File: src/rtl/rppim_pkg.sv
// Shared types, constants and the multiply sequence for the ray-parity point-in-mesh block.
// No dependencies; every other file of the block imports this package.
package rppim_pkg;

    // Field and datapath widths
    localparam int CRD_W = 32;      // Q16.16 coordinate
    localparam int DIF_W = 33;      // exact difference of two coordinates
    localparam int EPS_W = 17;      // tolerance register
    localparam int CNT_W = 16;      // hit counter (count bits)
    localparam int CFG_W = 32;      // configuration write data
    localparam int IDX_W = 2;       // configuration register index
    localparam int P_W   = 51;      // p = dir x e2
    localparam int Q_W   = 68;      // q = s x e1
    localparam int ACC_W = 104;     // dot products and eps * den
    localparam int CMP_W = 124;     // dot products scaled by 2^16 for the final tests
    localparam int MPL_W = 33;      // magnitude of a multiplier operand
    localparam int OP_W  = 5;       // micro-op counter

    // Hit counter saturates here
    localparam logic [CNT_W-1:0] CNT_MAX = {CNT_W{1'b1}};

    // Ray direction, Q0.16, normalized
    localparam logic [DIF_W-1:0] DIR_X = DIF_W'(48689);
    localparam logic [DIF_W-1:0] DIR_Y = DIF_W'(34928);
    localparam logic [DIF_W-1:0] DIR_Z = DIF_W'(26540);

    // Reset value of the tolerance (about 0.001)
    localparam logic [EPS_W-1:0] EPS_RESET = EPS_W'(66);

    // Configuration register indexes
    localparam logic [IDX_W-1:0] CFG_POINT_X = 2'd0;
    localparam logic [IDX_W-1:0] CFG_POINT_Y = 2'd1;
    localparam logic [IDX_W-1:0] CFG_POINT_Z = 2'd2;
    localparam logic [IDX_W-1:0] CFG_EPSILON = 2'd3;

    // Queue between front and back
    localparam int Q_DEPTH = 2;
    localparam int Q_AW    = $clog2(Q_DEPTH);
    localparam int Q_CW    = $clog2(Q_DEPTH + 1);

    // One triangle after set-up: edges, offset of the point, last mark
    typedef struct packed {
        logic signed [DIF_W-1:0] e1x;
        logic signed [DIF_W-1:0] e1y;
        logic signed [DIF_W-1:0] e1z;
        logic signed [DIF_W-1:0] e2x;
        logic signed [DIF_W-1:0] e2y;
        logic signed [DIF_W-1:0] e2z;
        logic signed [DIF_W-1:0] sx;
        logic signed [DIF_W-1:0] sy;
        logic signed [DIF_W-1:0] sz;
        logic                    last;
    } tri_t;

    // Multiplicand sources
    typedef enum logic [3:0] {
        A_E1X, A_E1Y, A_E1Z, A_E2X, A_E2Y, A_E2Z,
        A_P0, A_P1, A_P2, A_Q0, A_Q1, A_Q2, A_DEN
    } asrc_t;

    // Multiplier sources
    typedef enum logic [3:0] {
        B_DX, B_DY, B_DZ, B_SX, B_SY, B_SZ,
        B_E1X, B_E1Y, B_E1Z, B_E2X, B_E2Y, B_E2Z, B_EPS
    } bsrc_t;

    // Destination written at the end of a micro-op
    typedef enum logic [3:0] {
        D_NONE, D_P0, D_P1, D_P2, D_Q0, D_Q1, D_Q2,
        D_DET, D_NU, D_NV, D_NT, D_ED
    } dst_t;

    // acc = (first ? 0 : acc) +/- a * b, then optionally stored
    typedef struct packed {
        asrc_t a;
        bsrc_t b;
        logic  sub;
        logic  first;
        dst_t  dst;
    } uop_t;

    localparam logic [OP_W-1:0] OP_LAST_MAIN = OP_W'(23);
    localparam logic [OP_W-1:0] OP_EPS       = OP_W'(24);

    function automatic uop_t uop_rom(input logic [OP_W-1:0] idx);
        uop_t u;
        u = '{a: A_E1X, b: B_DX, sub: 1'b0, first: 1'b1, dst: D_NONE};
        unique case (idx)
            // p = dir x e2
            5'd0:  u = '{A_E2Z, B_DY,  1'b0, 1'b1, D_NONE};
            5'd1:  u = '{A_E2Y, B_DZ,  1'b1, 1'b0, D_P0};
            5'd2:  u = '{A_E2X, B_DZ,  1'b0, 1'b1, D_NONE};
            5'd3:  u = '{A_E2Z, B_DX,  1'b1, 1'b0, D_P1};
            5'd4:  u = '{A_E2Y, B_DX,  1'b0, 1'b1, D_NONE};
            5'd5:  u = '{A_E2X, B_DY,  1'b1, 1'b0, D_P2};
            // q = s x e1
            5'd6:  u = '{A_E1Z, B_SY,  1'b0, 1'b1, D_NONE};
            5'd7:  u = '{A_E1Y, B_SZ,  1'b1, 1'b0, D_Q0};
            5'd8:  u = '{A_E1X, B_SZ,  1'b0, 1'b1, D_NONE};
            5'd9:  u = '{A_E1Z, B_SX,  1'b1, 1'b0, D_Q1};
            5'd10: u = '{A_E1Y, B_SX,  1'b0, 1'b1, D_NONE};
            5'd11: u = '{A_E1X, B_SY,  1'b1, 1'b0, D_Q2};
            // det = e1 . p
            5'd12: u = '{A_P0,  B_E1X, 1'b0, 1'b1, D_NONE};
            5'd13: u = '{A_P1,  B_E1Y, 1'b0, 1'b0, D_NONE};
            5'd14: u = '{A_P2,  B_E1Z, 1'b0, 1'b0, D_DET};
            // nu = s . p
            5'd15: u = '{A_P0,  B_SX,  1'b0, 1'b1, D_NONE};
            5'd16: u = '{A_P1,  B_SY,  1'b0, 1'b0, D_NONE};
            5'd17: u = '{A_P2,  B_SZ,  1'b0, 1'b0, D_NU};
            // nv = dir . q
            5'd18: u = '{A_Q0,  B_DX,  1'b0, 1'b1, D_NONE};
            5'd19: u = '{A_Q1,  B_DY,  1'b0, 1'b0, D_NONE};
            5'd20: u = '{A_Q2,  B_DZ,  1'b0, 1'b0, D_NV};
            // nt = e2 . q
            5'd21: u = '{A_Q0,  B_E2X, 1'b0, 1'b1, D_NONE};
            5'd22: u = '{A_Q1,  B_E2Y, 1'b0, 1'b0, D_NONE};
            5'd23: u = '{A_Q2,  B_E2Z, 1'b0, 1'b0, D_NT};
            // ed = eps * |det|
            5'd24: u = '{A_DEN, B_EPS, 1'b0, 1'b1, D_ED};
            default: u = '{A_E1X, B_DX, 1'b0, 1'b1, D_NONE};
        endcase
        return u;
    endfunction

    // Sign-extend an accumulator value to the compare width
    function automatic logic signed [CMP_W-1:0] sxc(input logic signed [ACC_W-1:0] v);
        return CMP_W'(v);
    endfunction

endpackage

File: src/rtl/rppim_queue.sv
// Short queue of prepared triangles between front and back end.
// Depends on rppim_pkg.
module rppim_queue (
    input  logic            clk,
    input  logic            rst_n,
    input  logic            push,
    input  rppim_pkg::tri_t push_data,
    output logic            q_ready,
    output logic            q_valid,
    input  logic            pop,
    output rppim_pkg::tri_t q_data
);
    import rppim_pkg::*;

    tri_t              mem [Q_DEPTH];
    logic [Q_AW-1:0]   wr_ptr_reg;
    logic [Q_AW-1:0]   rd_ptr_reg;
    logic [Q_CW-1:0]   count_reg;

    assign q_ready = (count_reg != Q_CW'(Q_DEPTH));
    assign q_valid = (count_reg != '0);
    assign q_data  = mem[rd_ptr_reg];

    // Storage
    always_ff @(posedge clk)
    begin
        if (push)
        begin
            mem[wr_ptr_reg] <= push_data;
        end
    end

    // Pointers and fill count
    always_ff @(posedge clk or negedge rst_n)
    begin
        if (!rst_n)
        begin
            wr_ptr_reg <= '0;
            rd_ptr_reg <= '0;
            count_reg  <= '0;
        end
        else
        begin
            if (push)
            begin
                wr_ptr_reg <= (wr_ptr_reg == Q_AW'(Q_DEPTH - 1)) ? '0 : wr_ptr_reg + 1'b1;
            end
            if (pop)
            begin
                rd_ptr_reg <= (rd_ptr_reg == Q_AW'(Q_DEPTH - 1)) ? '0 : rd_ptr_reg + 1'b1;
            end
            if (push && !pop)
            begin
                count_reg <= count_reg + 1'b1;
            end
            else if (pop && !push)
            begin
                count_reg <= count_reg - 1'b1;
            end
        end
    end

    a_no_overflow: assert property (@(posedge clk) disable iff (!rst_n)
        !(push && count_reg == Q_CW'(Q_DEPTH))) else $error("queue overflow");
    a_no_underflow: assert property (@(posedge clk) disable iff (!rst_n)
        !(pop && count_reg == '0)) else $error("queue underflow");
    a_count_range: assert property (@(posedge clk) disable iff (!rst_n)
        count_reg <= Q_CW'(Q_DEPTH)) else $error("queue count out of range");

endmodule

File: config.mk
export PLATFORM = sky130hd
export DESIGN_NAME = rppim_queue
export DESIGN_NICKNAME = d
export VERILOG_FILES = /design/src/rtl/rppim_pkg.sv /design/src/rtl/rppim_queue.sv
export SDC_FILE = /design/constraint.sdc
export NUM_CORES = 1
export LEC_CHECK = 0
export BUFFER_PORTS_ARGS = -buffer_cell sky130_fd_sc_hd__clkbuf_2
export CAP_MARGIN = 10
export CORE_AREA = 4 4 229 231
export DETAILED_ROUTE_END_ITERATION = 7
export DIE_AREA = 0 0 233 235
export PLACE_DENSITY = 0.66
export SLEW_MARGIN = 10
export SYNTH_ARGS = -nofsm -noshare
export SYNTH_HDL_FRONTEND = slang
export SYNTH_SLANG_ARGS = --single-unit
File: constraint.sdc
create_clock -name clk -period 27.1 [get_ports clk]
set_clock_uncertainty 0.15 [all_clocks]
set_input_delay 6.775 -clock clk [delete_from_list [all_inputs] [get_ports clk]]
set_output_delay 6.775 -clock clk [all_outputs]
set_load 0.02 [all_outputs]
==> summary.md <==
| Metric | Value |
|---|---|
| Status | `completed` |
| Postcts setup bufs | `0` |
| First-pass DRT Iterations | `5` |
| Fmax | `96.9 MHz` |
| Antenna violations before repair | `15` |
| Detail Route Antenna Nets | `0` |
| Maxcap violations | `0` |
| Int Pwr | `2110 uW` |
| Die Area | `54800 um^2` |
| Fin. Hold Viols | `0` |
| NumNets Final | `1885` |
| DRC violation count after routing | `0` |
| Clk pwr share | `24.6%` |
| P&R area growth vs syn | `24.4%` |
| GRT Residual Overflow | `0` |
| First-pass GRT wire length | `73100 um` |
| Die width | `233 um` |
| Placed instance area | `26200 um^2` |
| Worst hold path type | `reg -> reg` |
| CTS Buf Count | `58` |
| Clk slew on worst S/H paths | `60 ps` |
| CTS resizes | `0` |
| Peak supply drop | `0.119 mV` |
| CP endpoint kind | `primary output` |
| Synthesized net count | `1246` |
| Hold-fix buffers, CTS | `0` |
| RePlAce Congestion | `0.771` |
| Hold depth | `1` |
| Footprint of the multi-input gates | `4200 um^2` |
| Synthesized instance count | `943` |
| H-tree levels | `2` |
| CTS tree | `yes` |
| Critical path type | `reg -> out` |
| HPWL after detailed placement | `35900 um` |
| Row count | `82` |
| Total GRT Usage | `17.7%` |
| Slowest cell delay on critical path | `1130 ps` |
| Maximum clock path buffer count | `3` |
| 1st-iter DRT viols | `548` |
| Area of the mapped netlist | `22500 um^2` |
| Core region area | `50100 um^2` |
| P_sw | `1010 uW` |
| Logic pwr share | `34.0%` |
| Worst EP arrival | `3390 ps` |
| Max-Slew Margin vs Limit | `22.9%` |
| Die H | `235 um` |
| Post-synth cell types | `16` |
| Non-filler cells, final | `2303` |
| DR vias/cell | `4.87` |
| Clk_lat worst skew | `590 ps` |
| RSZ-0062 raised after global routing | `no` |
| Setup TNS | `0 ps` |
| Reg2Reg Depth | `4` |
| Design Area, Final | `28000 um^2` |
| Crit path required time | `20170 ps` |
| Power per cell area | `112 nW/um^2` |
| CTS Sinks | `600` |
| Vias in the first global route | `11.8k` |
| Clk root buf | `clkbuf_16` |
| Synthesized area per cell | `23.9 um^2` |
| Top Ports | `602` |
| Sequential-to-total area share from yosys stat | `80.0%` |
| Filler cell count | `3895` |
| Avg WL per Cell | `22.1 um` |
| Final min period | `10310 ps` |
| Leak | `0.0112 uW` |
| Reg power frac | `41.5%` |
| Switching share of power | `32.3%` |
| Initial Util | `44.9%` |
| Final Max Tran Viols | `0` |
| Max FFs per register | `596` |
| Layout cell share with drive strength beyond 1 | `61.2%` |
| Max Fanout on Critical Path | `139` |
| Tcrit/Tclk final | `38.1%` |
| Yosys warnings | `0` |
| Worst setup SP type | `flop` |
| Vias | `11.2k` |
| CP max-delay cell | `dfrtp_4` |
| Placed Instances | `2194` |
| FF+latch area | `18000 um^2` |
| Drt total wl | `50800 um` |
| Largest net degree at the start of global routing | `140` |
| # setup viols final | `0` |
| FF+latch count, synth | `600` |
| CP cell instances | `buf_12 -> mux2_2 -> clkbuf_2` |
| PortBufs | `601` |
| Worst-Margin Slew | `1160 ps` |
[final timing paths]
check | from | endpoint | slack, ps
setup reg to reg | wr_ptr_reg | mem[0][90] | 22860
setup / recovery | rd_ptr_reg | q_data[40] | 16790
max in group asynchronous | rst_n | rd_ptr_reg | 20840
min in group asynchronous | rst_n | count_reg[1] | 5820
hold / removal | count_reg[1] | count_reg[1] | 380
hold reg to reg | count_reg[1] | count_reg[1] | 380
[cells in the final DEF, fill, tap and decap left out, types with 2 or more instances in the layout]
| cell | count |
|---|---|
| clkbuf_16 | 61 |
| mux2_4 | 200 |
| clkbuf_8 | 3 |
| bufinv_16 | 3 |
| buf_4 | 10 |
| clkinvlp_4 | 2 |
| clkbuf_1 | 12 |
| xor2_1 | 4 |
| dfrtp_1 | 3 |
| clkbuf_2 | 601 |
| edfxtp_1 | 596 |
| diode_2 | 4 |
| clkinv_2 | 12 |
| clkinv_1 | 11 |
| mux2_2 | 98 |
[layout make-up]
cell class                      instances  area share [%]
Sequential cell                       600            64.3
Tap cell                              672            3.00
Clock buffer                           76            5.76
Timing Repair Buffer                  612            11.1
Inverter                                1          0.0134
Multi-Input combinational cell        309            15.0
Antenna cell                            4          0.0358
Clock inverter                         29           0.769
[worst max-delay path, delay by kind of cell (launching register included)]
kind     cells  cell delay, ps
buf+inv      2             830
mux          1             420
flops        1            1130
[synth_stat cells (all sizes together)]
| library cell | count | area share, % |
|---|---|---|
| xor2 | 4 | 0.16 |
| and2 | 1 | 0.028 |
| nand2b | 1 | 0.028 |
| nor2b | 1 | 0.028 |
| buf | 33 | 1.4 |
| xnor2 | 1 | 0.039 |
| inv | 1 | 0.017 |
| nor2 | 1 | 0.017 |
| or2 | 1 | 0.028 |
| ha | 1 | 0.056 |
| dfrtp | 4 | 0.44 |
| edfxtp | 596 | 80 |
| mux2 | 298 | 18 |
[metal layers]
metal  GRT usage [%]  up-vias  part of all wire, %
met3            6.78       94                  9.9
met2            30.1      456                   50
met5           0.357        -                 0.26
met4            5.96       18                  2.7
met1            20.7     5584                   37
li1                -     5063                    -
[power by group through the flow]
stage,Clock [uW],Sequential (uW),Combinational (uW)
6_report,767,1290,1060
5_1_grt,830,1310,1120
4_1_cts,790,1300,1080
3_5_place_dp,0,1320,1080
2_1_floorplan,0,1360,778
3_3_place_gp,0,1310,1070
[stage by stage]
step,utilization [%],power (uW),setup WS [ps],hold WS [ps]
2_1_floorplan,-,2140,6370,305
3_3_place_gp,52.2,2380,16260,367
3_5_place_dp,52.2,2390,16260,380
4_1_cts,55.9,3170,16760,392
5_1_grt,55.9,3260,16660,416
6_report,55.9,3120,16790,376
[kinds of logic (layout without fill, tap and decap cells)]
kind of cell | after synthesis | in the layout | share of synthesized area (%)
multiplexers | 298 | 298 | 18.3
adder cells (fa/ha/maj) | 1 | 1 | 0.0556
buffers and inverters | 34 | 718 | 1.38
flip-flops | 600 | 600 | 80.0
AND/OR/NAND/NOR | 5 | 5 | 0.128
XOR/XNOR | 5 | 5 | 0.195
other | 0 | 4 | 0
Power figures use the tool's default switching activity.
