`src/rtl/rppim_pkg.sv`:
```
// Shared types, constants and the multiply sequence for the ray-parity point-in-mesh block.
// No dependencies; every other file of the block imports this package.
package rppim_pkg;

    // Field and datapath widths
    localparam int CRD_W = 32;      // Q16.16 coordinate
    localparam int DIF_W = 33;      // exact difference of two coordinates
    localparam int EPS_W = 17;      // tolerance register
    localparam int CNT_W = 16;      // hit counter (count bits)
    localparam int CFG_W = 32;      // configuration write data
    localparam int IDX_W = 2;       // configuration register index
    localparam int P_W   = 51;      // p = dir x e2
    localparam int Q_W   = 68;      // q = s x e1
    localparam int ACC_W = 104;     // dot products and eps * den
    localparam int CMP_W = 124;     // dot products scaled by 2^16 for the final tests
    localparam int MPL_W = 33;      // magnitude of a multiplier operand
    localparam int OP_W  = 5;       // micro-op counter

    // Hit counter saturates here
    localparam logic [CNT_W-1:0] CNT_MAX = {CNT_W{1'b1}};

    // Ray direction, Q0.16, normalized
    localparam logic [DIF_W-1:0] DIR_X = DIF_W'(48689);
    localparam logic [DIF_W-1:0] DIR_Y = DIF_W'(34928);
    localparam logic [DIF_W-1:0] DIR_Z = DIF_W'(26540);

    // Reset value of the tolerance (about 0.001)
    localparam logic [EPS_W-1:0] EPS_RESET = EPS_W'(66);

    // Configuration register indexes
    localparam logic [IDX_W-1:0] CFG_POINT_X = 2'd0;
    localparam logic [IDX_W-1:0] CFG_POINT_Y = 2'd1;
    localparam logic [IDX_W-1:0] CFG_POINT_Z = 2'd2;
    localparam logic [IDX_W-1:0] CFG_EPSILON = 2'd3;

    // Queue between front and back
    localparam int Q_DEPTH = 2;
    localparam int Q_AW    = $clog2(Q_DEPTH);
    localparam int Q_CW    = $clog2(Q_DEPTH + 1);

    // One triangle after set-up: edges, offset of the point, last mark
    typedef struct packed {
        logic signed [DIF_W-1:0] e1x;
        logic signed [DIF_W-1:0] e1y;
        logic signed [DIF_W-1:0] e1z;
        logic signed [DIF_W-1:0] e2x;
        logic signed [DIF_W-1:0] e2y;
        logic signed [DIF_W-1:0] e2z;
        logic signed [DIF_W-1:0] sx;
        logic signed [DIF_W-1:0] sy;
        logic signed [DIF_W-1:0] sz;
        logic                    last;
    } tri_t;

    // Multiplicand sources
    typedef enum logic [3:0] {
        A_E1X, A_E1Y, A_E1Z, A_E2X, A_E2Y, A_E2Z,
        A_P0, A_P1, A_P2, A_Q0, A_Q1, A_Q2, A_DEN
    } asrc_t;

    // Multiplier sources
    typedef enum logic [3:0] {
        B_DX, B_DY, B_DZ, B_SX, B_SY, B_SZ,
        B_E1X, B_E1Y, B_E1Z, B_E2X, B_E2Y, B_E2Z, B_EPS
    } bsrc_t;

    // Destination written at the end of a micro-op
    typedef enum logic [3:0] {
        D_NONE, D_P0, D_P1, D_P2, D_Q0, D_Q1, D_Q2,
        D_DET, D_NU, D_NV, D_NT, D_ED
    } dst_t;

    // acc = (first ? 0 : acc) +/- a * b, then optionally stored
    typedef struct packed {
        asrc_t a;
        bsrc_t b;
        logic  sub;
        logic  first;
        dst_t  dst;
    } uop_t;

    localparam logic [OP_W-1:0] OP_LAST_MAIN = OP_W'(23);
    localparam logic [OP_W-1:0] OP_EPS       = OP_W'(24);

    function automatic uop_t uop_rom(input logic [OP_W-1:0] idx);
        uop_t u;
        u = '{a: A_E1X, b: B_DX, sub: 1'b0, first: 1'b1, dst: D_NONE};
        unique case (idx)
            // p = dir x e2
            5'd0:  u = '{A_E2Z, B_DY,  1'b0, 1'b1, D_NONE};
            5'd1:  u = '{A_E2Y, B_DZ,  1'b1, 1'b0, D_P0};
            5'd2:  u = '{A_E2X, B_DZ,  1'b0, 1'b1, D_NONE};
            5'd3:  u = '{A_E2Z, B_DX,  1'b1, 1'b0, D_P1};
            5'd4:  u = '{A_E2Y, B_DX,  1'b0, 1'b1, D_NONE};
            5'd5:  u = '{A_E2X, B_DY,  1'b1, 1'b0, D_P2};
            // q = s x e1
            5'd6:  u = '{A_E1Z, B_SY,  1'b0, 1'b1, D_NONE};
            5'd7:  u = '{A_E1Y, B_SZ,  1'b1, 1'b0, D_Q0};
            5'd8:  u = '{A_E1X, B_SZ,  1'b0, 1'b1, D_NONE};
            5'd9:  u = '{A_E1Z, B_SX,  1'b1, 1'b0, D_Q1};
            5'd10: u = '{A_E1Y, B_SX,  1'b0, 1'b1, D_NONE};
            5'd11: u = '{A_E1X, B_SY,  1'b1, 1'b0, D_Q2};
            // det = e1 . p
            5'd12: u = '{A_P0,  B_E1X, 1'b0, 1'b1, D_NONE};
            5'd13: u = '{A_P1,  B_E1Y, 1'b0, 1'b0, D_NONE};
            5'd14: u = '{A_P2,  B_E1Z, 1'b0, 1'b0, D_DET};
            // nu = s . p
            5'd15: u = '{A_P0,  B_SX,  1'b0, 1'b1, D_NONE};
            5'd16: u = '{A_P1,  B_SY,  1'b0, 1'b0, D_NONE};
            5'd17: u = '{A_P2,  B_SZ,  1'b0, 1'b0, D_NU};
            // nv = dir . q
            5'd18: u = '{A_Q0,  B_DX,  1'b0, 1'b1, D_NONE};
            5'd19: u = '{A_Q1,  B_DY,  1'b0, 1'b0, D_NONE};
            5'd20: u = '{A_Q2,  B_DZ,  1'b0, 1'b0, D_NV};
            // nt = e2 . q
            5'd21: u = '{A_Q0,  B_E2X, 1'b0, 1'b1, D_NONE};
            5'd22: u = '{A_Q1,  B_E2Y, 1'b0, 1'b0, D_NONE};
            5'd23: u = '{A_Q2,  B_E2Z, 1'b0, 1'b0, D_NT};
            // ed = eps * |det|
            5'd24: u = '{A_DEN, B_EPS, 1'b0, 1'b1, D_ED};
            default: u = '{A_E1X, B_DX, 1'b0, 1'b1, D_NONE};
        endcase
        return u;
    endfunction

    // Sign-extend an accumulator value to the compare width
    function automatic logic signed [CMP_W-1:0] sxc(input logic signed [ACC_W-1:0] v);
        return CMP_W'(v);
    endfunction

endpackage

```
`src/rtl/rppim_front.sv`:
```
// Front end: accepts triangle beats and forms edges and point offset.
// Depends on rppim_pkg.
module rppim_front (
    input  logic                            in_valid,
    output logic                            in_ready,
    input  logic signed [rppim_pkg::CRD_W-1:0] ax,
    input  logic signed [rppim_pkg::CRD_W-1:0] ay,
    input  logic signed [rppim_pkg::CRD_W-1:0] az,
    input  logic signed [rppim_pkg::CRD_W-1:0] bx,
    input  logic signed [rppim_pkg::CRD_W-1:0] by,
    input  logic signed [rppim_pkg::CRD_W-1:0] bz,
    input  logic signed [rppim_pkg::CRD_W-1:0] cx,
    input  logic signed [rppim_pkg::CRD_W-1:0] cy,
    input  logic signed [rppim_pkg::CRD_W-1:0] cz,
    input  logic                            last_triangle,
    input  logic signed [rppim_pkg::CRD_W-1:0] point_x,
    input  logic signed [rppim_pkg::CRD_W-1:0] point_y,
    input  logic signed [rppim_pkg::CRD_W-1:0] point_z,
    output logic                            push,
    output rppim_pkg::tri_t                 push_data,
    input  logic                            q_ready
);
    import rppim_pkg::*;

    // Beat handshake follows queue space
    assign in_ready = q_ready;
    assign push     = in_valid && q_ready;

    // Exact 33-bit differences
    always_comb
    begin
        push_data.e1x  = DIF_W'(bx) - DIF_W'(ax);
        push_data.e1y  = DIF_W'(by) - DIF_W'(ay);
        push_data.e1z  = DIF_W'(bz) - DIF_W'(az);
        push_data.e2x  = DIF_W'(cx) - DIF_W'(ax);
        push_data.e2y  = DIF_W'(cy) - DIF_W'(ay);
        push_data.e2z  = DIF_W'(cz) - DIF_W'(az);
        push_data.sx   = DIF_W'(point_x) - DIF_W'(ax);
        push_data.sy   = DIF_W'(point_y) - DIF_W'(ay);
        push_data.sz   = DIF_W'(point_z) - DIF_W'(az);
        push_data.last = last_triangle;
    end

endmodule

```
`config.mk`:
```
export PLATFORM = sky130hd
export DESIGN_NAME = rppim_front
export DESIGN_NICKNAME = d
export VERILOG_FILES = /design/src/rtl/rppim_pkg.sv /design/src/rtl/rppim_front.sv
export SDC_FILE = /design/constraint.sdc
export NUM_CORES = 1
export LEC_CHECK = 0
export ABC_AREA = 1
export BUFFER_PORTS_ARGS = -buffer_cell sky130_fd_sc_hd__buf_2
export CAP_MARGIN = 40
export CORE_AREA = 4 4 266 268
export DETAILED_ROUTE_END_ITERATION = 7
export DIE_AREA = 0 0 270 272
export SETUP_SLACK_MARGIN = 0.05
export SYNTH_ARGS = -nofsm -noshare
export SYNTH_HDL_FRONTEND = slang
export SYNTH_SLANG_ARGS = --single-unit
```
`constraint.sdc`:
```
create_clock -name vclk -period 7.5
set_input_delay 1.875 -clock vclk [all_inputs]
set_output_delay 1.875 -clock vclk [all_outputs]
set_load 0.03 [all_outputs]
```
==> impl_metrics.xml <==
<?xml version="1.0" encoding="UTF-8"?>
<metrics>
  <group name="route">
    <metric name="average_routed_wire_per_standard_cell" unit="um">16.66</metric>
    <metric name="detail_route.wirelength" unit="mm">106.8</metric>
    <metric name="drcViolationCount" unit="">0</metric>
    <metric name="drt-initial-drc-count" unit="">1925</metric>
    <metric name="dr_total_vias" unit="">29960</metric>
    <metric name="viasPerCell" unit="">4.671</metric>
    <metric name="drt-pass1-iter-count" unit="">7</metric>
    <metric name="ant_nets" unit="">0</metric>
  </group>
  <group name="yosys">
    <metric name="ys_types" unit="">20</metric>
    <metric name="synth_fp_nets" unit="">5521</metric>
    <metric name="synthesis.yosys.warnings" unit="">0</metric>
    <metric name="avgSynthCellArea" unit="um2">4.650</metric>
    <metric name="netlist_instances" unit="">4837</metric>
    <metric name="synth_seq_area_share" unit="">0</metric>
    <metric name="netlist.top_cell.by_area" unit="">sky130_fd_sc_hd__nand2_1</metric>
    <metric name="netlist_top_cells_area" unit="">sky130_fd_sc_hd__nand2_1, sky130_fd_sc_hd__inv_1, sky130_fd_sc_hd__ha_1</metric>
    <metric name="synth.top_cell.area_share" unit="">0.3725</metric>
    <metric name="mappedNetlistArea" unit="mm2">0.02249</metric>
  </group>
  <group name="floorplanning">
    <metric name="die_area" unit="mm2">0.07344</metric>
    <metric name="io-pin-count" unit="">687</metric>
    <metric name="floorplan.die.width" unit="um">270</metric>
    <metric name="initial_core_util" unit="">0.3291</metric>
    <metric name="core-area" unit="mm2">0.06835</metric>
    <metric name="core.rowCount" unit="">96</metric>
    <metric name="fp.dieH" unit="um">272</metric>
  </group>
  <group name="finish">
    <metric name="layout.filler_cells" unit="">8128</metric>
    <metric name="nNetsFinal" unit="">6200</metric>
    <metric name="clock_buffers" unit="">0</metric>
    <metric name="fin_cells" unit="">6414</metric>
    <metric name="register_area" unit="um2">0</metric>
    <metric name="drive_above_1_share" unit="">0.1378</metric>
    <metric name="design.seq.count" unit="">0</metric>
    <metric name="syn_to_final_growth" unit="%">20.08</metric>
  </group>
  <group name="place">
    <metric name="hpwl_dp" unit="mm">98.85</metric>
    <metric name="dpl_worst_slack" unit="ns">1.649</metric>
    <metric name="buffer_ports.inserted" unit="">685</metric>
    <metric name="global_placer_s_final_weighted_congestion" unit="">1.075</metric>
    <metric name="numPlacedInstances" unit="">6396</metric>
  </group>
  <group name="critical_path">
    <metric name="critical_path.endpoint_type" unit="">output port</metric>
    <metric name="worst_setup_path_start_kind" unit="">input port</metric>
    <metric name="crit_type" unit="">in2out</metric>
    <metric name="critPathArrivalTime" unit="ns">3.99</metric>
    <metric name="crit_top_cell" unit="">sky130_fd_sc_hd__nand2_1</metric>
    <metric name="critical_path_cell_list" unit="">buf_2 &gt; ha_1 &gt; fa_1 &gt; inv_1 &gt; nand2_1 &gt; nand2_1 &gt; nand3_1 &gt; nand2_1 &gt; nand2_1 &gt; nand2_2 &gt; xor2_1 &gt; buf_2</metric>
    <metric name="timing.critical_path.from" unit="">ay[0]</metric>
    <metric name="cp_max_fo" unit="">3</metric>
    <metric name="crit_required" unit="ns">5.62</metric>
    <metric name="critical-path-top-delay-family" unit="">adder cells</metric>
    <metric name="critical_path.slowest_cell" unit="">sky130_fd_sc_hd__fa_1</metric>
    <metric name="critical_path.max_stage_delay" unit="ns">0.46</metric>
    <metric name="path_buf_inv" unit="">3</metric>
  </group>
  <group name="sta">
    <metric name="relSlewSlack" unit="">0.6742</metric>
    <metric name="grt_setup_unrepaired" unit="">false</metric>
    <metric name="final-setup-viol-count" unit="">0</metric>
    <metric name="fin_setup_tns" unit="ns">0</metric>
    <metric name="layout_min_cycle_time" unit="ns">5.866</metric>
    <metric name="finalHoldViolations" unit="">0</metric>
    <metric name="timing_max_transition_violations_final" unit="">0</metric>
    <metric name="worst_pin_slew" unit="ns">0.4881</metric>
    <metric name="layout_worst_path_cycle_share" unit="">0.7821</metric>
    <metric name="hold_slack" unit="ns">3.750</metric>
    <metric name="clock.fmax" unit="MHz">170.5</metric>
    <metric name="layout_setup_ws" unit="ns">1.634</metric>
  </group>
  <group name="power_and_ir_drop">
    <metric name="worst_ir_drop_vdd" unit="V">0.0001113</metric>
    <metric name="static-leakage-power" unit="nW">19.86</metric>
    <metric name="power.density" unit="mW/mm2">113.9</metric>
  </group>
  <group name="hold_path">
    <metric name="min_path_type" unit="">in2out</metric>
    <metric name="hp-start" unit="">last_triangle</metric>
  </group>
  <group name="global_route">
    <metric name="number_of_global_route_vias_before_repair" unit="">28440</metric>
    <metric name="globalRouteTotalUtil" unit="">0.2744</metric>
    <metric name="antenna_found_initial" unit="">33</metric>
    <metric name="residual_overflow_from_global_routing" unit="">0</metric>
    <metric name="grt_pass1_wl" unit="mm">158.9</metric>
    <metric name="grt_max_degree" unit="">8</metric>
  </group>
  <group name="flow_run">
    <metric name="drv_cap" unit="">0</metric>
  </group>
  <group name="clock_network">
    <metric name="post_cts.repair.setup_buffers" unit="">0</metric>
    <metric name="post_cts.resized_instances" unit="">0</metric>
    <metric name="post_cts_hold_buffer_count" unit="">0</metric>
  </group>
  <group name="run_status">
    <metric name="run_status" unit="">finished clean</metric>
  </group>
</metrics>
path summary, 6_finish.rpt:
path             end  cells after the start
max   push_data[149]                     12
min     push_data[0]                      0
where the power goes:
group | switching, W | internal, W | total, W
sequential | 0 | 0 | 0
combinational | 0.00220 | 0.000881 | 0.00308
clock | 0 | 0.000000000150 | 0.000000000151
Yosys cell counts:
master / number
sky130_fd_sc_hd__nand4_1: 36
sky130_fd_sc_hd__buf_4: 8
sky130_fd_sc_hd__inv_1: 1240
sky130_fd_sc_hd__nand2_1: 2232
sky130_fd_sc_hd__o21bai_1: 9
sky130_fd_sc_hd__a21o_1: 9
sky130_fd_sc_hd__nand2_2: 58
sky130_fd_sc_hd__a21oi_2: 5
sky130_fd_sc_hd__xor2_1: 117
sky130_fd_sc_hd__or2_1: 9
sky130_fd_sc_hd__nor2_1: 370
sky130_fd_sc_hd__ha_1: 288
sky130_fd_sc_hd__and2_1: 18
sky130_fd_sc_hd__nand3_1: 200
sky130_fd_sc_hd__nand3_2: 10
sky130_fd_sc_hd__nor2_2: 2
sky130_fd_sc_hd__fa_1: 9
sky130_fd_sc_hd__a21oi_1: 181
sky130_fd_sc_hd__nor3_1: 18
sky130_fd_sc_hd__xnor2_1: 18
layout make-up:
class	count	area, um2	area share
inverters	1240	4654	0.1723
multi-input cells	3589	17780	0.6582
repair buffers	685	3428	0.1269
well taps	882	1104	0.04086
diodes	18	45.04	0.001668
cells in the final DEF (no fill, tap or decap), drive strengths merged, types with 36 or more instances in the layout:
cell and count:
a21oi 186, buf 685, ha 288, inv 1240, nand2 2290, nand3 210, nand4 36, nor2 372
xor2 117
logic make-up after synthesis:
kind of cell | share of synthesized area
xor gates and xnor gates | 0.05257
and+or+nand+nor | 0.5214
buffers and inverters | 0.2096
AOI/OAI and AO/OA | 0.04823
adders and majority gates | 0.1682
through the flow:
stage / area, um2 / total power, W / util
6_report: 27010 / 0.003077 / 0.3952
5_1_grt: 26990 / 0.003347 / 0.3949
4_1_cts: 26960 / 0.003060 / 0.3945
3_5_place_dp: 26960 / 0.003048 / 0.3945
3_3_place_gp: 26960 / 0.003049 / 0.3945
2_1_floorplan: 22490 / 0.002041 / -
routing by layer:
layer | part of all wire | vias up | GRT usage
met5 | 0.0017 | - | 0
met4 | 0.040 | 28 | 0.08699
met3 | 0.077 | 187 | 0.04889
met2 | 0.48 | 1022 | 0.4998
met1 | 0.41 | 13170 | 0.3262
li1 | - | 15550 | -
No activity file was read; power rests on OpenSTA's default activity.
