`src/rtl/rppim_pkg.sv`:
```
// Shared types, constants and the multiply sequence for the ray-parity point-in-mesh block.
// No dependencies; every other file of the block imports this package.
package rppim_pkg;

    // Field and datapath widths
    localparam int CRD_W = 32;      // Q16.16 coordinate
    localparam int DIF_W = 33;      // exact difference of two coordinates
    localparam int EPS_W = 17;      // tolerance register
    localparam int CNT_W = 16;      // hit counter (count bits)
    localparam int CFG_W = 32;      // configuration write data
    localparam int IDX_W = 2;       // configuration register index
    localparam int P_W   = 51;      // p = dir x e2
    localparam int Q_W   = 68;      // q = s x e1
    localparam int ACC_W = 104;     // dot products and eps * den
    localparam int CMP_W = 124;     // dot products scaled by 2^16 for the final tests
    localparam int MPL_W = 33;      // magnitude of a multiplier operand
    localparam int OP_W  = 5;       // micro-op counter

    // Hit counter saturates here
    localparam logic [CNT_W-1:0] CNT_MAX = {CNT_W{1'b1}};

    // Ray direction, Q0.16, normalized
    localparam logic [DIF_W-1:0] DIR_X = DIF_W'(48689);
    localparam logic [DIF_W-1:0] DIR_Y = DIF_W'(34928);
    localparam logic [DIF_W-1:0] DIR_Z = DIF_W'(26540);

    // Reset value of the tolerance (about 0.001)
    localparam logic [EPS_W-1:0] EPS_RESET = EPS_W'(66);

    // Configuration register indexes
    localparam logic [IDX_W-1:0] CFG_POINT_X = 2'd0;
    localparam logic [IDX_W-1:0] CFG_POINT_Y = 2'd1;
    localparam logic [IDX_W-1:0] CFG_POINT_Z = 2'd2;
    localparam logic [IDX_W-1:0] CFG_EPSILON = 2'd3;

    // Queue between front and back
    localparam int Q_DEPTH = 2;
    localparam int Q_AW    = $clog2(Q_DEPTH);
    localparam int Q_CW    = $clog2(Q_DEPTH + 1);

    // One triangle after set-up: edges, offset of the point, last mark
    typedef struct packed {
        logic signed [DIF_W-1:0] e1x;
        logic signed [DIF_W-1:0] e1y;
        logic signed [DIF_W-1:0] e1z;
        logic signed [DIF_W-1:0] e2x;
        logic signed [DIF_W-1:0] e2y;
        logic signed [DIF_W-1:0] e2z;
        logic signed [DIF_W-1:0] sx;
        logic signed [DIF_W-1:0] sy;
        logic signed [DIF_W-1:0] sz;
        logic                    last;
    } tri_t;

    // Multiplicand sources
    typedef enum logic [3:0] {
        A_E1X, A_E1Y, A_E1Z, A_E2X, A_E2Y, A_E2Z,
        A_P0, A_P1, A_P2, A_Q0, A_Q1, A_Q2, A_DEN
    } asrc_t;

    // Multiplier sources
    typedef enum logic [3:0] {
        B_DX, B_DY, B_DZ, B_SX, B_SY, B_SZ,
        B_E1X, B_E1Y, B_E1Z, B_E2X, B_E2Y, B_E2Z, B_EPS
    } bsrc_t;

    // Destination written at the end of a micro-op
    typedef enum logic [3:0] {
        D_NONE, D_P0, D_P1, D_P2, D_Q0, D_Q1, D_Q2,
        D_DET, D_NU, D_NV, D_NT, D_ED
    } dst_t;

    // acc = (first ? 0 : acc) +/- a * b, then optionally stored
    typedef struct packed {
        asrc_t a;
        bsrc_t b;
        logic  sub;
        logic  first;
        dst_t  dst;
    } uop_t;

    localparam logic [OP_W-1:0] OP_LAST_MAIN = OP_W'(23);
    localparam logic [OP_W-1:0] OP_EPS       = OP_W'(24);

    function automatic uop_t uop_rom(input logic [OP_W-1:0] idx);
        uop_t u;
        u = '{a: A_E1X, b: B_DX, sub: 1'b0, first: 1'b1, dst: D_NONE};
        unique case (idx)
            // p = dir x e2
            5'd0:  u = '{A_E2Z, B_DY,  1'b0, 1'b1, D_NONE};
            5'd1:  u = '{A_E2Y, B_DZ,  1'b1, 1'b0, D_P0};
            5'd2:  u = '{A_E2X, B_DZ,  1'b0, 1'b1, D_NONE};
            5'd3:  u = '{A_E2Z, B_DX,  1'b1, 1'b0, D_P1};
            5'd4:  u = '{A_E2Y, B_DX,  1'b0, 1'b1, D_NONE};
            5'd5:  u = '{A_E2X, B_DY,  1'b1, 1'b0, D_P2};
            // q = s x e1
            5'd6:  u = '{A_E1Z, B_SY,  1'b0, 1'b1, D_NONE};
            5'd7:  u = '{A_E1Y, B_SZ,  1'b1, 1'b0, D_Q0};
            5'd8:  u = '{A_E1X, B_SZ,  1'b0, 1'b1, D_NONE};
            5'd9:  u = '{A_E1Z, B_SX,  1'b1, 1'b0, D_Q1};
            5'd10: u = '{A_E1Y, B_SX,  1'b0, 1'b1, D_NONE};
            5'd11: u = '{A_E1X, B_SY,  1'b1, 1'b0, D_Q2};
            // det = e1 . p
            5'd12: u = '{A_P0,  B_E1X, 1'b0, 1'b1, D_NONE};
            5'd13: u = '{A_P1,  B_E1Y, 1'b0, 1'b0, D_NONE};
            5'd14: u = '{A_P2,  B_E1Z, 1'b0, 1'b0, D_DET};
            // nu = s . p
            5'd15: u = '{A_P0,  B_SX,  1'b0, 1'b1, D_NONE};
            5'd16: u = '{A_P1,  B_SY,  1'b0, 1'b0, D_NONE};
            5'd17: u = '{A_P2,  B_SZ,  1'b0, 1'b0, D_NU};
            // nv = dir . q
            5'd18: u = '{A_Q0,  B_DX,  1'b0, 1'b1, D_NONE};
            5'd19: u = '{A_Q1,  B_DY,  1'b0, 1'b0, D_NONE};
            5'd20: u = '{A_Q2,  B_DZ,  1'b0, 1'b0, D_NV};
            // nt = e2 . q
            5'd21: u = '{A_Q0,  B_E2X, 1'b0, 1'b1, D_NONE};
            5'd22: u = '{A_Q1,  B_E2Y, 1'b0, 1'b0, D_NONE};
            5'd23: u = '{A_Q2,  B_E2Z, 1'b0, 1'b0, D_NT};
            // ed = eps * |det|
            5'd24: u = '{A_DEN, B_EPS, 1'b0, 1'b1, D_ED};
            default: u = '{A_E1X, B_DX, 1'b0, 1'b1, D_NONE};
        endcase
        return u;
    endfunction

    // Sign-extend an accumulator value to the compare width
    function automatic logic signed [CMP_W-1:0] sxc(input logic signed [ACC_W-1:0] v);
        return CMP_W'(v);
    endfunction

endpackage

```
`src/rtl/rppim_back.sv`:
```
// Back end: bit-serial multiply-accumulate sequencer for the ray/triangle test,
// hit counter and result register. Depends on rppim_pkg.
module rppim_back (
    input  logic                          clk,
    input  logic                          rst_n,
    input  logic                          q_valid,
    output logic                          pop,
    input  rppim_pkg::tri_t               q_data,
    input  logic [rppim_pkg::EPS_W-1:0]   epsilon,
    output logic                          out_valid,
    input  logic                          out_ready,
    output logic                          inside_res,
    output logic [rppim_pkg::CNT_W-1:0]   hit_count
);
    import rppim_pkg::*;

    typedef enum logic [2:0] {
        S_IDLE, S_LOAD, S_RUN, S_FIX, S_CMP1, S_CMP2, S_DONE
    } state_t;

    state_t                     state_reg;
    logic [OP_W-1:0]            op_reg;
    tri_t                       tri_reg;
    logic signed [ACC_W-1:0]    mcand_reg;
    logic [MPL_W-1:0]           mplier_reg;
    logic signed [ACC_W-1:0]    acc_reg;
    logic signed [P_W-1:0]      p0_reg, p1_reg, p2_reg;
    logic signed [Q_W-1:0]      q0_reg, q1_reg, q2_reg;
    logic signed [ACC_W-1:0]    det_reg, nu_reg, nv_reg, nt_reg, den_reg, ed_reg;
    logic signed [CMP_W-1:0]    od_reg, suv_reg, st_reg;
    logic                       hit_reg;
    logic [CNT_W-1:0]           hits_reg;
    logic                       out_valid_reg;
    logic                       inside_reg;
    logic [CNT_W-1:0]           count_out_reg;

    uop_t                       uop;
    logic signed [ACC_W-1:0]    a_val;
    logic signed [DIF_W-1:0]    b_val;
    logic                       b_neg;
    logic [MPL_W-1:0]           b_mag;
    logic signed [CMP_W-1:0]    su_c, sv_c, ed_c, den_c, eps_c;
    logic [CNT_W-1:0]           hits_next;
    logic                       out_free;
    logic                       emit;

    assign uop      = uop_rom(op_reg);
    assign pop      = (state_reg == S_IDLE) && q_valid;
    assign out_free = !out_valid_reg || out_ready;
    assign emit     = (state_reg == S_DONE) && tri_reg.last && out_free;

    // Multiplicand select
    always_comb
    begin
        case (uop.a)
            A_E1X:   a_val = ACC_W'(tri_reg.e1x);
            A_E1Y:   a_val = ACC_W'(tri_reg.e1y);
            A_E1Z:   a_val = ACC_W'(tri_reg.e1z);
            A_E2X:   a_val = ACC_W'(tri_reg.e2x);
            A_E2Y:   a_val = ACC_W'(tri_reg.e2y);
            A_E2Z:   a_val = ACC_W'(tri_reg.e2z);
            A_P0:    a_val = ACC_W'(p0_reg);
            A_P1:    a_val = ACC_W'(p1_reg);
            A_P2:    a_val = ACC_W'(p2_reg);
            A_Q0:    a_val = ACC_W'(q0_reg);
            A_Q1:    a_val = ACC_W'(q1_reg);
            A_Q2:    a_val = ACC_W'(q2_reg);
            A_DEN:   a_val = den_reg;
            default: a_val = '0;
        endcase
    end

    // Multiplier select
    always_comb
    begin
        case (uop.b)
            B_DX:    b_val = signed'(DIR_X);
            B_DY:    b_val = signed'(DIR_Y);
            B_DZ:    b_val = signed'(DIR_Z);
            B_SX:    b_val = tri_reg.sx;
            B_SY:    b_val = tri_reg.sy;
            B_SZ:    b_val = tri_reg.sz;
            B_E1X:   b_val = tri_reg.e1x;
            B_E1Y:   b_val = tri_reg.e1y;
            B_E1Z:   b_val = tri_reg.e1z;
            B_E2X:   b_val = tri_reg.e2x;
            B_E2Y:   b_val = tri_reg.e2y;
            B_E2Z:   b_val = tri_reg.e2z;
            B_EPS:   b_val = signed'(DIF_W'(epsilon));
            default: b_val = '0;
        endcase
    end

    // Sign of the product goes to the multiplicand, magnitude is shifted out
    assign b_neg = b_val[DIF_W-1] ^ uop.sub;
    assign b_mag = b_val[DIF_W-1] ? MPL_W'(-b_val) : MPL_W'(b_val);

    // Final test operands: su_c, sv_c and ed_c in units of 2^-64, den_c and eps_c in units of 2^-48
    assign su_c  = sxc(nu_reg) <<< 16;
    assign sv_c  = sxc(nv_reg) <<< 16;
    assign ed_c  = sxc(ed_reg);
    assign den_c = sxc(den_reg);
    assign eps_c = signed'(CMP_W'({epsilon, 32'd0}));

    // Saturating hit count including the current triangle
    assign hits_next = (hit_reg && hits_reg != CNT_MAX) ? hits_reg + 1'b1 : hits_reg;

    // Sequencer, datapath and result register
    always_ff @(posedge clk or negedge rst_n)
    begin
        if (!rst_n)
        begin
            state_reg     <= S_IDLE;
            op_reg        <= '0;
            hits_reg      <= '0;
            out_valid_reg <= 1'b0;
            hit_reg       <= 1'b0;
        end
        else
        begin
            // Result beat: set on a last triangle, cleared when taken
            if (emit)
            begin
                out_valid_reg <= 1'b1;
            end
            else if (out_valid_reg && out_ready)
            begin
                out_valid_reg <= 1'b0;
            end
            unique case (state_reg)
                S_IDLE:
                begin
                    if (q_valid)
                    begin
                        tri_reg   <= q_data;
                        op_reg    <= '0;
                        state_reg <= S_LOAD;
                    end
                end
                S_LOAD:
                begin
                    mcand_reg  <= b_neg ? -a_val : a_val;
                    mplier_reg <= b_mag;
                    if (uop.first)
                    begin
                        acc_reg <= '0;
                    end
                    state_reg <= S_RUN;
                end
                S_RUN:
                begin
                    if (mplier_reg == '0)
                    begin
                        unique case (uop.dst)
                            D_P0:   p0_reg <= acc_reg[P_W-1:0];
                            D_P1:   p1_reg <= acc_reg[P_W-1:0];
                            D_P2:   p2_reg <= acc_reg[P_W-1:0];
                            D_Q0:   q0_reg <= acc_reg[Q_W-1:0];
                            D_Q1:   q1_reg <= acc_reg[Q_W-1:0];
                            D_Q2:   q2_reg <= acc_reg[Q_W-1:0];
                            D_DET:  det_reg <= acc_reg;
                            D_NU:   nu_reg <= acc_reg;
                            D_NV:   nv_reg <= acc_reg;
                            D_NT:   nt_reg <= acc_reg;
                            D_ED:   ed_reg <= acc_reg;
                            default: ;
                        endcase
                        if (op_reg == OP_LAST_MAIN)
                        begin
                            state_reg <= S_FIX;
                        end
                        else if (op_reg == OP_EPS)
                        begin
                            state_reg <= S_CMP1;
                        end
                        else
                        begin
                            op_reg    <= op_reg + 1'b1;
                            state_reg <= S_LOAD;
                        end
                    end
                    else
                    begin
                        if (mplier_reg[0])
                        begin
                            acc_reg <= acc_reg + mcand_reg;
                        end
                        mcand_reg  <= mcand_reg <<< 1;
                        mplier_reg <= mplier_reg >> 1;
                    end
                end
                S_FIX:
                begin
                    // Fold the sign of det into the numerators
                    if (det_reg[ACC_W-1])
                    begin
                        den_reg <= -det_reg;
                        nu_reg  <= -nu_reg;
                        nv_reg  <= -nv_reg;
                        nt_reg  <= -nt_reg;
                    end
                    else
                    begin
                        den_reg <= det_reg;
                    end
                    op_reg    <= OP_EPS;
                    state_reg <= S_LOAD;
                end
                S_CMP1:
                begin
                    od_reg    <= ed_c + (den_c <<< 16);
                    suv_reg   <= (sxc(nu_reg) + sxc(nv_reg)) <<< 16;
                    st_reg    <= sxc(nt_reg) <<< 16;
                    state_reg <= S_CMP2;
                end
                S_CMP2:
                begin
                    hit_reg <= (eps_c < den_c)
                        && !(su_c < -ed_c) && !(od_reg < su_c)
                        && !(sv_c < -ed_c) && !(od_reg < suv_reg)
                        && (ed_c < st_reg);
                    state_reg <= S_DONE;
                end
                S_DONE:
                begin
                    if (!tri_reg.last)
                    begin
                        hits_reg  <= hits_next;
                        state_reg <= S_IDLE;
                    end
                    else if (out_free)
                    begin
                        inside_reg    <= hits_next[0];
                        count_out_reg <= hits_next;
                        hits_reg      <= '0;
                        state_reg     <= S_IDLE;
                    end
                end
                default: state_reg <= S_IDLE;
            endcase
        end
    end

    assign out_valid  = out_valid_reg;
    assign inside_res = inside_reg;
    assign hit_count  = count_out_reg;

endmodule

```
`config.mk`:
```
export PLATFORM = sky130hd
export DESIGN_NAME = rppim_back
export DESIGN_NICKNAME = d
export VERILOG_FILES = /design/src/rtl/rppim_pkg.sv /design/src/rtl/rppim_back.sv
export SDC_FILE = /design/constraint.sdc
export NUM_CORES = 2
export LEC_CHECK = 0
export BUFFER_PORTS_ARGS = -buffer_cell sky130_fd_sc_hd__buf_2
export CORE_UTILIZATION = 35
export CTS_BUF_LIST = sky130_fd_sc_hd__clkbuf_16
export CTS_CLUSTER_SIZE = 25
export DETAILED_ROUTE_END_ITERATION = 6
export GPL_TIMING_DRIVEN = 1
export PLACE_DENSITY_LB_ADDON = 0.05
export SLEW_MARGIN = 15
export SYNTH_ARGS = -nofsm -noshare
export SYNTH_HDL_FRONTEND = slang
export SYNTH_SLANG_ARGS = --single-unit
```
`constraint.sdc`:
```
create_clock -name clk -period 30.1 [get_ports clk]
set_input_delay 0 -clock clk [delete_from_list [all_inputs] [get_ports clk]]
set_output_delay 0 -clock clk [all_outputs]
set_load 0.03 [all_outputs]
```
==> impl_metrics.py <==
metrics = {
    "clock_network": {
        "cts_tree": "built",
        "clk_pin_slew_ns": 0.07,
        "post-cts-setup-buffers": 0,
        "clock_path_buffers": 4,
        "clock_latency_ns": 0.99,
        "numCtsBuffers": 226,
        "cts_sinks": 1876,
        "h-tree-depth": 4,
        "cts_root_buf": "clkbuf_16",
    },
    "final_layout": {
        "syn_to_final_growth_pct": 18.5,
        "multi_input_area_um2": 53600,
        "final_util_pct": 41.7,
        "seq_area_um2": 56200,
        "nNetsFinal": 12700,
        "drive_gt1_share_pct": 9.59,
        "fill_cells": 30700,
        "largest_reg_flops": 298,
        "final_area_um2": 134000,
    },
    "min_path": {
        "min_to": "mplier_reg[11]$_DFFE_PP_",
        "hold_path_class": "input pin to flop",
        "hp-start": "epsilon[11]",
        "min_path_cells": 6,
    },
    "critical_path": {
        "cp_max_fo": 46,
        "reg2reg_depth": 17,
        "path_cells": "inv_1, ha_1, nor3_1, nand2_1, o211ai_4, buf_4, buf_4, a21oi_2, a22o_1, a22oi_1, nand4_1, nor4_1, nand4_1, or3_1, or4b_4, nand2_4, a21oi_1",
        "cp-start-kind": "flop",
        "worstPathRequired_ns": 30.78,
        "crit_type": "flop to flop",
        "worstReg2RegEnd": "mcand_reg[96]$_DFFE_PP_",
        "cp.arrival_ns": 8.53,
        "endpoint_kind": "flop",
        "critical-path-max-stage-delay_ns": 0.77,
        "critPathBufInv": 3,
        "reg2reg_from": "op_reg[0]$_DFFE_PN0P_",
        "cpMaxStageDelayCell": "or3_1",
        "rrSetupSlack_ns": 22.25,
        "critical_path.top_delay_family": "simple AND/OR/NAND/NOR gates",
    },
    "detailed_routing": {
        "wl_per_cell_um": 29.5,
        "drc": 0,
        "firstDrtPassIters": 6,
        "viasPerCell": 5.84,
        "drt.antenna.violating_nets": 0,
        "drt_iter0_drc": 10400,
        "routed_wl_um": 473000,
        "vias": 93700,
    },
    "floorplanning": {
        "die_y_um": 570,
        "die_w_um": 570,
        "placementRows": 208,
        "start_util_pct": 35.2,
        "core_um2": 321000,
        "die_area_um2": 325000,
        "pin_count": 338,
    },
    "global_routing": {
        "grt_start_max_net_pins": 163,
        "grt_overflow_total": 0,
        "grt_pass1_vias": 90200,
        "grt_usage_pct": 28.3,
        "antenna_found_initial": 68,
        "grt_pass1_wl_um": 665000,
    },
    "sta": {
        "finalWorstSetupSlack_ns": 22.25,
        "tns_ns": 0,
        "finalHoldViolations": 0,
        "post-route-period-util_pct": 26.1,
        "min_period_ns": 7.85,
        "slew_violations": 0,
        "slew-limit-headroom_pct": 16.9,
        "setup_violations": 0,
        "tightest_slew_ns": 1.24,
        "fmaxAchievable_mhz": 127,
        "fin_hold_ws_ns": 0.0897,
        "rsz0062_at_grt": "false",
        "skew_ns": 0.125,
    },
    "logic_synthesis": {
        "yosysSeqAreaShare_pct": 49.8,
        "ys_async_sr_fraction_pct": 1.39,
        "syn_avg_cell_area_um2": 10.7,
        "yosys_warnings": 0,
        "ys.flop_type": "edfxtp_1",
        "synth_cell_types": 114,
        "syn-num-nets": 11800,
        "synthMuxAreaShare_pct": 0.995,
        "synthSimpleGateAreaFrac_pct": 13.2,
        "synthAdderAreaFrac_pct": 9.55,
        "synth_compound_area_share_pct": 16.5,
        "synth-seq-cells": 1876,
        "synth_top_family_by_area": "compound AO/OA/AOI/OAI gates",
        "synth_edf_count": 1850,
        "syn-instance-count": 10600,
        "synth_xor_area_share_pct": 6.73,
        "syn_area_um2": 113000,
    },
    "placed_design": {
        "place_hpwl_um": 367000,
        "gp_congestion": 0.959,
        "io_buffers": 337,
        "placed_area_um2": 120000,
        "dp_slack_ns": 22.58,
    },
    "power": {
        "vdd_ir_drop_max_uv": 99.7,
        "p_leak_nw": 50.2,
        "p_per_area_nw_per_um2": 100,
    },
    "job": {
        "maxCapViolCount": 0,
    },
    "status": {
        "status": "completed",
    },
}
-- cells in the final DEF (no fill, tap or decap), types with 222 or more instances in the layout --
cell type	netlist	layout
edfxtp_1	1850	1850
nand2_1	884	881
ha_1	849	849
o21ai_0	845	845
a21oi_1	761	757
nor2_1	638	623
dlygate4sd3_1	0	606
xnor2_1	515	513
inv_1	455	489
xor2_1	353	353
a21o_1	338	337
buf_2	49	337
nand4_1	244	244
nor3_1	255	241
clkbuf_16	0	230
buf_4	17	222
-- metrics by stage --
step,cells,power (mW)
2_1_floorplan,10600,7.98
3_3_place_gp,15000,10.4
3_5_place_dp,15000,10.4
4_1_cts,16000,13.3
5_1_grt,16000,14.0
6_report,16000,13.4
-- where the power goes --
part | switching, mW | total (mW) | internal (mW)
logic | 4.45 | 6.56 | 2.11
registers | 0.428 | 4.05 | 3.62
clock network | 1.20 | 2.79 | 1.60
-- layout make-up --
type,count,area share (%)
multi-input cells,7805,40.0
clock buffers,230,4.30
flip-flops and latches,1876,42.0
repair buffers,1170,7.11
diodes,19,0.0355
clock inverters,185,1.21
inverters,456,1.28
well taps,4305,4.03
-- cells by family (layout without fill, tap and decap cells) --
group	count (synthesis)	after routing
simple gates	3026	3026
other cells	0	19
buf+inv	900	2041
xor+xnor	868	868
compound gates	2940	2940
flops	1876	1876
fa+ha+maj	863	863
mux	108	108
-- worst min-delay path, stage by stage --
cell and delay, ns:
buf_2 0.25, and3_1 0.20, a2111oi_0 0.06, buf_4 0.16, xor2_1 0.14, o21ai_0 0.08
-- synth_stat cells (24+ instances only) --
cell	instances	area (um2)
or4_1	62	465
o21a_1	48	360
and2_1	36	225
buf_2	49	245
xor2_1	353	3090
nor2_1	638	2390
inv_1	455	1710
a22oi_1	102	766
or2_2	71	444
nor2b_1	93	582
and3_1	76	475
a22o_1	50	438
a31oi_1	67	419
a21oi_1	761	3810
dfrtp_1	26	651
nor4_1	154	963
ha_1	849	10600
o41ai_1	41	359
nand4_1	244	1530
nand2b_1	86	538
edfxtp_1	1850	55600
xnor2_1	515	4510
o21ai_0	845	4230
o22ai_1	24	150
nand3_1	207	1040
a21o_1	338	2540
or3_1	122	763
mux2_2	29	327
o31ai_1	89	668
nand2_1	884	3320
a211oi_1	60	450
o211ai_1	61	458
o21bai_1	75	563
nor3_1	255	1280
mux2i_1	77	771
clkbuf_1	342	1280
a221oi_1	77	674
-- metal layers --
metal  up-vias  track usage (%)  wire, um
met4        18             8.29     15500
met3       683             5.07     40000
met2      4042             40.4    191000
li1      42100                -         -
met5         -                0       129
met1     46900             43.2    226000
-- worst max path at each step --
stage | from | end | depth (start not counted)
detailed placement | op_reg[0]$_DFFE_PN0P_ | mcand_reg[96]$_DFFE_PP_ | 17
CTS | op_reg[0]$_DFFE_PN0P_ | mcand_reg[70]$_DFFE_PP_ | 17
global route | op_reg[0]$_DFFE_PN0P_ | mcand_reg[86]$_DFFE_PP_ | 17
finish | op_reg[0]$_DFFE_PN0P_ | mcand_reg[96]$_DFFE_PP_ | 17
global placement | op_reg[0]$_DFFE_PN0P_ | mcand_reg[103]$_DFFE_PP_ | 16
floorplan | state_reg[2]$_DFFE_PN0P_ | od_reg[100]$_DFFE_PP_ | 3
-- repair_timing --
action                    in CTS  in global routing
hold endpoints to repair     401                  0
gates resized for setup        0                  0
hold buffers                 606                  0
Power figures use the tool's default switching activity.
